[config.mk]
export PLATFORM = sky130hd
export DESIGN_NAME = tween_easing_scheduler
export DESIGN_NICKNAME = d
export VERILOG_FILES = /design/src/rtl/tes_pkg.sv /design/src/rtl/tes_ease_unit.sv /design/src/rtl/tes_rsp_buf.sv /design/src/rtl/tween_easing_scheduler.sv
export SDC_FILE = /design/constraint.sdc
export NUM_CORES = 2
export LEC_CHECK = 0
export BUFFER_PORTS_ARGS = -buffer_cell sky130_fd_sc_hd__buf_2
export CAP_MARGIN = 25
export CELL_PAD_IN_SITES_DETAIL_PLACEMENT = 2
export CELL_PAD_IN_SITES_GLOBAL_PLACEMENT = 2
export CORE_ASPECT_RATIO = 1.25
export CORE_MARGIN = 2
export CORE_UTILIZATION = 51
export DETAILED_ROUTE_END_ITERATION = 7
export PLACE_DENSITY = 0.85
export SLEW_MARGIN = 20
export SYNTH_ARGS = -nofsm -noshare
export SYNTH_HDL_FRONTEND = slang
export SYNTH_SLANG_ARGS = --single-unit
[constraint.sdc]
create_clock -name clock -period 24.3 [get_ports clock]
set_input_delay 2.43 -clock clock [delete_from_list [all_inputs] [get_ports clock]]
set_output_delay 2.43 -clock clock [all_outputs]
set_load 0.02 [all_outputs]
[src/rtl/tes_pkg.sv]
// Shared constants, codes and types of the tween easing scheduler.
package tes_pkg;

   localparam int SLOTS     = 16;
   localparam int TIME_BITS = 16;
   localparam int FRAC_BITS = 16;

   localparam int IDX_W   = 4;
   localparam int VAL_W   = FRAC_BITS + 1;
   localparam int OP_W    = TIME_BITS + 1;
   localparam int NUM_W   = 2 * OP_W;
   localparam int CNT_W   = $clog2(FRAC_BITS + 1);

   localparam int REQ_DATA_W = 40;
   localparam int RSP_DATA_W = 24;

   localparam logic [1:0] KIND_ADD    = 2'd0;
   localparam logic [1:0] KIND_REMOVE = 2'd1;
   localparam logic [1:0] KIND_TICK   = 2'd2;

   localparam logic [1:0] MODE_LINEAR = 2'd0;
   localparam logic [1:0] MODE_IN     = 2'd1;
   localparam logic [1:0] MODE_INOUT  = 2'd2;
   localparam logic [1:0] MODE_OUT    = 2'd3;

   localparam logic [1:0] EVT_START    = 2'd0;
   localparam logic [1:0] EVT_PROGRESS = 2'd1;
   localparam logic [1:0] EVT_FINISH   = 2'd2;

   localparam logic [VAL_W-1:0] EASE_ONE = {1'b1, {FRAC_BITS{1'b0}}};

   typedef struct packed {
      logic [1:0]       res;
      logic [IDX_W-1:0] slot;
      logic [VAL_W-1:0] value;
   } evt_type;

endpackage

[src/rtl/tes_ease_unit.sv]
// Shared multiplier and restoring divider that compute one eased fraction.
module tes_ease_unit (
   input  logic                           clock,
   input  logic                           reset,
   input  logic                           start,
   input  logic [tes_pkg::TIME_BITS-1:0]  pos_in,
   input  logic [tes_pkg::TIME_BITS-1:0]  dur_in,
   input  logic [1:0]                     mode_in,
   output logic                           done,
   output logic [tes_pkg::VAL_W-1:0]      value
);

   localparam int OP_W  = tes_pkg::OP_W;
   localparam int NUM_W = tes_pkg::NUM_W;
   localparam int CNT_W = tes_pkg::CNT_W;
   localparam int VAL_W = tes_pkg::VAL_W;

   localparam logic [2:0] E_IDLE = 3'd0;
   localparam logic [2:0] E_SQ   = 3'd1;
   localparam logic [2:0] E_MUL  = 3'd2;
   localparam logic [2:0] E_PREP = 3'd3;
   localparam logic [2:0] E_DIV  = 3'd4;
   localparam logic [2:0] E_DONE = 3'd5;

   logic [2:0]                    state_ff, state_in;
   logic [tes_pkg::TIME_BITS-1:0] p_ff, d_ff;
   logic [1:0]                    mode_ff;
   logic [NUM_W-1:0]              dd_ff, prod_ff, rem_ff, den_ff;
   logic [VAL_W-1:0]              q_ff;
   logic [CNT_W-1:0]              cnt_ff;

   logic [OP_W-1:0]  p_ext, d_ext, two_p, two_d, t_val, mul_a, mul_b;
   logic             lower_half;
   logic [NUM_W-1:0] mul_out, num_c, den_c, rem_sh;

   assign p_ext      = {1'b0, p_ff};
   assign d_ext      = {1'b0, d_ff};
   assign two_p      = {p_ff, 1'b0};
   assign two_d      = {d_ff, 1'b0};
   assign lower_half = two_p < d_ext;
   assign t_val      = two_p - d_ext;

   always_comb begin
      mul_a = p_ext;
      mul_b = p_ext;
      if (state_ff == E_SQ) begin
         mul_a = d_ext;
         mul_b = d_ext;
      end else begin
         case (mode_ff)
            tes_pkg::MODE_OUT: begin
               mul_b = two_d - p_ext;
            end
            tes_pkg::MODE_INOUT: begin
               if (!lower_half) begin
                  mul_a = t_val;
                  mul_b = two_d - t_val;
               end
            end
            default: begin
               mul_a = p_ext;
            end
         endcase
      end
   end

   assign mul_out = NUM_W'(mul_a) * NUM_W'(mul_b);

   always_comb begin
      num_c = prod_ff;
      den_c = dd_ff;
      case (mode_ff)
         tes_pkg::MODE_LINEAR: begin
            num_c = NUM_W'(p_ff);
            den_c = NUM_W'(d_ff);
         end
         tes_pkg::MODE_INOUT: begin
            if (lower_half) begin
               num_c = prod_ff << 1;
            end else begin
               num_c = dd_ff + prod_ff;
               den_c = dd_ff << 1;
            end
         end
         default: begin
            num_c = prod_ff;
         end
      endcase
   end

   assign rem_sh = rem_ff << 1;

   always_comb begin
      state_in = state_ff;
      unique case (state_ff)
         E_IDLE: if (start) state_in = E_SQ;
         E_SQ:   state_in = E_MUL;
         E_MUL:  state_in = E_PREP;
         E_PREP: state_in = (num_c >= den_c) ? E_DONE : E_DIV;
         E_DIV:  if (cnt_ff == CNT_W'(tes_pkg::FRAC_BITS - 1)) state_in = E_DONE;
         E_DONE: state_in = E_IDLE;
         default: state_in = E_IDLE;
      endcase
   end

   always_ff @(posedge clock) begin
      if (reset) begin
         state_ff <= E_IDLE;
      end else begin
         state_ff <= state_in;
      end
   end

   always_ff @(posedge clock) begin
      case (state_ff)
         E_IDLE: begin
            if (start) begin
               p_ff    <= pos_in;
               d_ff    <= dur_in;
               mode_ff <= mode_in;
            end
         end
         E_SQ:  dd_ff   <= mul_out;
         E_MUL: prod_ff <= mul_out;
         E_PREP: begin
            rem_ff <= num_c;
            den_ff <= den_c;
            cnt_ff <= '0;
            q_ff   <= (num_c >= den_c) ? tes_pkg::EASE_ONE : '0;
         end
         E_DIV: begin
            cnt_ff <= cnt_ff + 1'b1;
            if (rem_sh >= den_ff) begin
               rem_ff <= rem_sh - den_ff;
               q_ff   <= {q_ff[VAL_W-2:0], 1'b1};
            end else begin
               rem_ff <= rem_sh;
               q_ff   <= {q_ff[VAL_W-2:0], 1'b0};
            end
         end
         default: begin
         end
      endcase
   end

   assign done  = (state_ff == E_DONE);
   assign value = q_ff;

endmodule

[src/rtl/tes_rsp_buf.sv]
// Result output stage: holds one event back so the final beat of a tick gets tlast.
module tes_rsp_buf (
   input  logic                              clock,
   input  logic                              reset,
   input  logic                              push_valid,
   output logic                              push_ready,
   input  tes_pkg::evt_type                  push_evt,
   input  logic                              flush,
   output logic                              flush_ready,
   output logic                              rsp_tvalid,
   input  logic                              rsp_tready,
   output logic [tes_pkg::RSP_DATA_W-1:0]    rsp_tdata,  // event_slot, eased_value, zero pad
   output logic [1:0]                        rsp_tuser,  // event_res
   output logic                              rsp_tlast
);

   localparam int PAD_W = tes_pkg::RSP_DATA_W - tes_pkg::IDX_W - tes_pkg::VAL_W;

   logic             pend_valid_ff, pend_valid_in;
   logic             out_valid_ff, out_valid_in;
   tes_pkg::evt_type pend_ff, out_ff;
   logic             last_ff;
   logic             out_free, move;

   assign out_free    = !out_valid_ff || rsp_tready;
   assign push_ready  = !pend_valid_ff || out_free;
   assign flush_ready = !pend_valid_ff || out_free;
   assign move        = pend_valid_ff && out_free && (push_valid || flush);

   always_comb begin
      out_valid_in = out_valid_ff;
      if (move) begin
         out_valid_in = 1'b1;
      end else if (rsp_tready) begin
         out_valid_in = 1'b0;
      end
      pend_valid_in = pend_valid_ff;
      if (push_valid && push_ready) begin
         pend_valid_in = 1'b1;
      end else if (flush && move) begin
         pend_valid_in = 1'b0;
      end
   end

   always_ff @(posedge clock) begin
      if (reset) begin
         pend_valid_ff <= 1'b0;
         out_valid_ff  <= 1'b0;
      end else begin
         pend_valid_ff <= pend_valid_in;
         out_valid_ff  <= out_valid_in;
      end
   end

   always_ff @(posedge clock) begin
      if (push_valid && push_ready) begin
         pend_ff <= push_evt;
      end
      if (move) begin
         out_ff  <= pend_ff;
         last_ff <= flush;
      end
   end

   assign rsp_tvalid = out_valid_ff;
   assign rsp_tdata  = {{PAD_W{1'b0}}, out_ff.value, out_ff.slot};
   assign rsp_tuser  = out_ff.res;
   assign rsp_tlast  = last_ff;

endmodule

[src/rtl/tween_easing_scheduler.sv]
// Tween easing scheduler: slot table, tick walker and its result stage.
//
// Input channel (req_): one beat is a command. tuser carries the kind: add
// loads a slot, remove frees one, tick advances every active slot by one.
// Add and remove give no result beat.
// A tick walks all 16 slots in index order. A running slot runs the shared
// multiplier twice and a 16-step restoring divider, with its start and
// progress beats, so a tick holds req_tready low from its beat until the walk
// is done, and longer while the result side stalls. req_tready is high only
// while no command is in progress.
// Result channel (rsp_): start, progress and finish events, in slot order.
// The last event of a tick is marked with tlast; the event before it is held
// back one beat, so it leaves once the next event or the tick's end is known.
// A tick with no events gives no beat. If the receiver stalls, the walk halts
// at its next event until the output register drains; nothing is dropped.
// Reset (synchronous, active high) frees every slot and empties the output;
// slot contents are loaded by add before they are used.
module tween_easing_scheduler (
   input  logic                              clock,
   input  logic                              reset,
   input  logic                              req_tvalid,
   output logic                              req_tready,
   input  logic [tes_pkg::REQ_DATA_W-1:0]    req_tdata,  // slot, start_delay, length_ticks, ease_mode, zero pad
   input  logic [1:0]                        req_tuser,  // kind
   output logic                              rsp_tvalid,
   input  logic                              rsp_tready,
   output logic [tes_pkg::RSP_DATA_W-1:0]    rsp_tdata,  // event_slot, eased_value, zero pad
   output logic [1:0]                        rsp_tuser,  // event_res
   output logic                              rsp_tlast
);

   localparam int SLOTS = tes_pkg::SLOTS;
   localparam int TW    = tes_pkg::TIME_BITS;
   localparam int IDX_W = tes_pkg::IDX_W;
   localparam int VAL_W = tes_pkg::VAL_W;

   localparam logic [2:0] ST_IDLE  = 3'd0;
   localparam logic [2:0] ST_VISIT = 3'd1;
   localparam logic [2:0] ST_START = 3'd2;
   localparam logic [2:0] ST_EASE  = 3'd3;
   localparam logic [2:0] ST_PROG  = 3'd4;
   localparam logic [2:0] ST_FIN   = 3'd5;
   localparam logic [2:0] ST_FLUSH = 3'd6;

   logic [2:0]       state_ff, state_in;
   logic [IDX_W-1:0] idx_ff;
   logic [SLOTS-1:0] active_ff;
   logic [TW-1:0]    delay_ff [SLOTS];
   logic [TW-1:0]    dur_ff   [SLOTS];
   logic [TW-1:0]    pos_ff   [SLOTS];
   logic [1:0]       mode_ff  [SLOTS];
   logic [VAL_W-1:0] last_ff  [SLOTS];

   logic             req_fire;
   logic [IDX_W-1:0] cmd_slot;
   logic             slot_ok;
   logic             cur_act;
   logic [TW-1:0]    cur_delay, cur_dur, cur_pos;
   logic [1:0]       cur_mode;
   logic [VAL_W-1:0] cur_last;

   logic             push_valid, push_ready, flush, flush_ready;
   tes_pkg::evt_type push_evt;
   logic             ease_start, ease_done;
   logic [VAL_W-1:0] ease_value;
   logic             advance, at_end;

   assign req_tready = (state_ff == ST_IDLE);
   assign req_fire   = req_tvalid && req_tready;
   assign cmd_slot   = req_tdata[3:0];
   assign slot_ok    = int'(cmd_slot) < SLOTS;

   assign cur_act   = active_ff[idx_ff];
   assign cur_delay = delay_ff[idx_ff];
   assign cur_dur   = dur_ff[idx_ff];
   assign cur_pos   = pos_ff[idx_ff];
   assign cur_mode  = mode_ff[idx_ff];
   assign cur_last  = last_ff[idx_ff];
   assign at_end    = (int'(idx_ff) == SLOTS - 1);

   always_comb begin
      push_valid = 1'b0;
      push_evt   = '{res: tes_pkg::EVT_START, slot: idx_ff, value: '0};
      case (state_ff)
         ST_START: begin
            push_valid = 1'b1;
         end
         ST_PROG: begin
            push_valid = 1'b1;
            push_evt   = '{res: tes_pkg::EVT_PROGRESS, slot: idx_ff, value: cur_last};
         end
         ST_FIN: begin
            push_valid = 1'b1;
            push_evt   = '{res: tes_pkg::EVT_FINISH, slot: idx_ff, value: cur_last};
         end
         default: begin
         end
      endcase
   end

   assign flush = (state_ff == ST_FLUSH);

   always_comb begin
      state_in   = state_ff;
      ease_start = 1'b0;
      advance    = 1'b0;
      unique case (state_ff)
         ST_IDLE: begin
            if (req_fire && req_tuser == tes_pkg::KIND_TICK) state_in = ST_VISIT;
         end
         ST_VISIT: begin
            if (!cur_act || cur_delay != '0) begin
               advance = 1'b1;
            end else if (cur_dur > cur_pos) begin
               if (cur_pos == '0) begin
                  state_in = ST_START;
               end else begin
                  ease_start = 1'b1;
                  state_in   = ST_EASE;
               end
            end else begin
               state_in = ST_FIN;
            end
         end
         ST_START: begin
            if (push_ready) begin
               ease_start = 1'b1;
               state_in   = ST_EASE;
            end
         end
         ST_EASE: begin
            if (ease_done) begin
               if (ease_value != cur_last) begin
                  state_in = ST_PROG;
               end else begin
                  advance = 1'b1;
               end
            end
         end
         ST_PROG, ST_FIN: begin
            if (push_ready) advance = 1'b1;
         end
         ST_FLUSH: begin
            if (flush_ready) state_in = ST_IDLE;
         end
         default: state_in = ST_IDLE;
      endcase
      if (advance) state_in = at_end ? ST_FLUSH : ST_VISIT;
   end

   always_ff @(posedge clock) begin
      if (reset) begin
         state_ff  <= ST_IDLE;
         idx_ff    <= '0;
         active_ff <= '0;
      end else begin
         state_ff <= state_in;
         if (advance) idx_ff <= at_end ? '0 : idx_ff + 1'b1;
         if (req_fire && slot_ok) begin
            if (req_tuser == tes_pkg::KIND_ADD) active_ff[cmd_slot] <= 1'b1;
            if (req_tuser == tes_pkg::KIND_REMOVE) active_ff[cmd_slot] <= 1'b0;
         end
         if (state_ff == ST_FIN && push_ready) active_ff[idx_ff] <= 1'b0;
      end
   end

   // slot contents: add writes at the command slot, the walk at the visited one
   always_ff @(posedge clock) begin
      if (req_fire && slot_ok && req_tuser == tes_pkg::KIND_ADD) begin
         delay_ff[cmd_slot] <= req_tdata[19:4];
         dur_ff[cmd_slot]   <= req_tdata[35:20];
         mode_ff[cmd_slot]  <= req_tdata[37:36];
         pos_ff[cmd_slot]   <= '0;
         last_ff[cmd_slot]  <= '0;
      end
      if (state_ff == ST_VISIT && cur_act && cur_delay != '0) begin
         delay_ff[idx_ff] <= cur_delay - 1'b1;
      end
      if (ease_start) pos_ff[idx_ff] <= cur_pos + 1'b1;
      if (state_ff == ST_EASE && ease_done) last_ff[idx_ff] <= ease_value;
   end

   tes_ease_unit u_ease (
      .clock   (clock),
      .reset   (reset),
      .start   (ease_start),
      .pos_in  (cur_pos + 1'b1),
      .dur_in  (cur_dur),
      .mode_in (cur_mode),
      .done    (ease_done),
      .value   (ease_value)
   );

   tes_rsp_buf u_rsp (
      .clock       (clock),
      .reset       (reset),
      .push_valid  (push_valid),
      .push_ready  (push_ready),
      .push_evt    (push_evt),
      .flush       (flush),
      .flush_ready (flush_ready),
      .rsp_tvalid  (rsp_tvalid),
      .rsp_tready  (rsp_tready),
      .rsp_tdata   (rsp_tdata),
      .rsp_tuser   (rsp_tuser),
      .rsp_tlast   (rsp_tlast)
   );

endmodule

==> impl_metrics.ini <==
[worst_setup_path]
start_kind = flop
critPathMaxStageDelay_ps = 1430
worstPathArrival_ps = 15010
worstSetupPathType = flop to flop
cp-end-kind = flop
worstPathMaxFanout = 10
required_ps = 24630
cpMaxStageDelayCell = xor2_1

[cts]
ctsResizeCount = 0
clock_path_buffers = 3
postCtsSetupBuffers = 0
tritoncts = built
clk_latency_ps = 850
cts-root-buf = clkbuf_16
cts_sinks = 1342
cts_buffers = 135
cts-hold-fix-buffers = 0
path_clk_slew_ps = 80
cts-htree-levels = 4

[job]
cap_violations = 3

[floorplan]
start_util_pct = 51.3
die_w_microns = 336
core_area_sq_mm = 0.137
die_h_microns = 419
dieArea_sq_mm = 0.141
num_rows = 152
io_pins = 75

[sta]
fmax_mhz = 68.1
fin_tns_setup_ps = 0
final_hold_viol_count = 0
rsz0062_at_grt = no
period_needed_ps = 14670
post-route-period-util_pct = 60.4
setup_violations = 0
skew_ps = 63.5
worstMarginPinSlew_ps = 1880
drv_slew = 9
slew_headroom_pct = -25.6

[routing]
met2_length_microns = 153000
drt-pass1-iter-count = 8
routed_wl_microns = 339000
ant_nets = 0
wl_met3_microns = 44500
wire_per_inst_microns = 48.5
post-route-drc-count = 0
vias_per_cell = 7.59
vias = 52900
maxUsedRoutingLayer = met5
drt_iter0_markers = 9551
wl_met1_microns = 106000

[cells_and_area]
n_fill_cell = 11900
final_layout_size_suffix_gt1_share_pct = 17.7
nNetsFinal = 5555
syn_to_final_growth_pct = 10.9

[outcome]
failed_checks = max-capacitance violations, max-slew violations
outcome = finished, violations left

[global_routing]
antenna_found_initial = 38
overflow = 0
grt_pass1_vias = 53900
grt_max_degree = 107
track_usage_pct = 44.6
grt_pass1_wl_microns = 434000

[logic_synthesis]
ys_seq_area_share_pct = 56.9
yosys_warnings = 0
synth_cell_types = 96
netlist_area_sq_mm = 0.0703
synthArstFlopShare_pct = 0
synthCells = 4851
synth_edf_count = 1310
synth_top_area_share_pct = 55.9
synth_flop_cell = edfxtp_1
synthTopCellsByCount = edfxtp_1, inv_1, nand2_1
synth_seq_cells = 1342
synth_area_leaders = edfxtp_1, mux4_2, fa_1
avgSynthCellArea_sq_um = 14.5
yosysMostFrequentCell = edfxtp_1
yosysTopAreaCell = edfxtp_1

[hold_path]
min_path_type = flop to flop

[place]
portBuffers = 69
gp_congestion = 0.909
dp_hpwl_microns = 179000
[worst max-delay path, delay by kind of cell, from the launching register on]
kind	cells	cell delay, ps
xor gates and xnor gates	2	1750
adders and majority gates	9	4040
DFF	1	650
and+or+nand+nor	11	2670
AOI/OAI and AO/OA	15	4610
buffers and inverters	3	420
[layout by cell type, fill, tap and decap left out, types with 23 or more instances in the layout]
master / instances
edfxtp_1: 1310
inv_1: 437
nand2_1: 326
mux4_2: 302
ha_1: 279
nor2_1: 250
fa_1: 228
a21oi_1: 182
clkbuf_16: 140
buf_4: 126
o21ai_0: 105
xnor2_1: 105
and2_1: 98
a21o_1: 85
buf_2: 70
mux2i_1: 69
xor2_1: 62
nand3_1: 54
nand2b_1: 51
mux2_2: 49
nor3_1: 44
o22ai_1: 41
nor2b_1: 40
a31oi_1: 36
a22oi_1: 31
o21ai_2: 30
o21a_1: 29
dfxtp_1: 29
clkinv_2: 28
a22o_1: 26
nor2_2: 25
clkbuf_1: 24
and3_1: 23
clkinv_1: 23
[worst paths after layout]
check	slack (ps)	to	cells past startpoint	startpoint
worst max-delay path	9630	u_ease.prod_ff[31]$_DFFE_PP_	40	u_ease.d_ff[1]$_DFFE_PP_
worst min-delay path	440	u_rsp.rsp_tdata[1]$_DFFE_PP_	0	u_rsp.pend_ff[18]$_DFFE_PP_
worst max register to register	9630	u_ease.prod_ff[31]$_DFFE_PP_	40	u_ease.d_ff[1]$_DFFE_PP_
worst min register to register	440	u_rsp.rsp_tdata[1]$_DFFE_PP_	0	u_rsp.pend_ff[18]$_DFFE_PP_
[final cells by class]
cell class | count | area [sq um] | area share (%)
clock buffers | 168 | 3650 | 4.68
flip-flops and latches | 1342 | 40000 | 51.3
diodes | 21 | 52.6 | 0.0674
inverters | 441 | 1660 | 2.13
repair buffers | 203 | 1420 | 1.82
well taps | 1848 | 2310 | 2.97
multi-input cells | 2879 | 28100 | 36.1
clock inverters | 78 | 758 | 0.972
[cells by family (layout without fill, tap and decap cells)]
| kind of cell | Yosys count | in the layout | synth area share (%) |
|---|---|---|---|
| AO/OA/AOI/OAI | 743 | 743 | 7.00 |
| XOR/XNOR | 172 | 172 | 2.14 |
| adder cells (fa/ha/maj) | 507 | 507 | 11.5 |
| buffers and inverters | 632 | 890 | 3.68 |
| flip-flops | 1342 | 1342 | 56.9 |
| multiplexers | 436 | 436 | 12.0 |
| other | 1 | 24 | 0.00533 |
| AND/OR/NAND/NOR | 1018 | 1018 | 6.92 |
[layer usage]
| layer | vias to the layer above | track usage [%] |
|---|---|---|
| met5 | - | 0 |
| met4 | 32 | 32.8 |
| met3 | 1948 | 10.4 |
| met2 | 5676 | 71.2 |
| met1 | 26800 | 52.9 |
| li1 | 18500 | - |
[stage by stage]
stage,utilization (%),hold slack (ps),std cells,setup WS (ps),instance area (sq um)
5_1_grt,56.8,450,6963,9860,77900
2_1_floorplan,-,400,4853,15010,70300
4_1_cts,56.7,437,6951,11630,77800
6_report,56.9,442,6980,9630,78000
3_3_place_gp,53.5,404,6705,12760,73400
3_5_place_dp,53.5,406,6705,12230,73400
[sequential cells by signal, summed over array words and instances, names as in the netlist, 17 cells and up, named ones only]
signal           count
delay_ff           256
dur_ff             256
last_ff            272
mode_ff             32
pos_ff             256
u_ease.dd_ff        34
u_ease.den_ff       34
u_ease.prod_ff      34
u_ease.rem_ff       33
u_ease.value        17
u_rsp.pend_ff       23
u_rsp.rsp_tdata     21
Power is not shown: default switching activity piles up to over one toggle a cycle in this logic, so the estimate is an artifact.
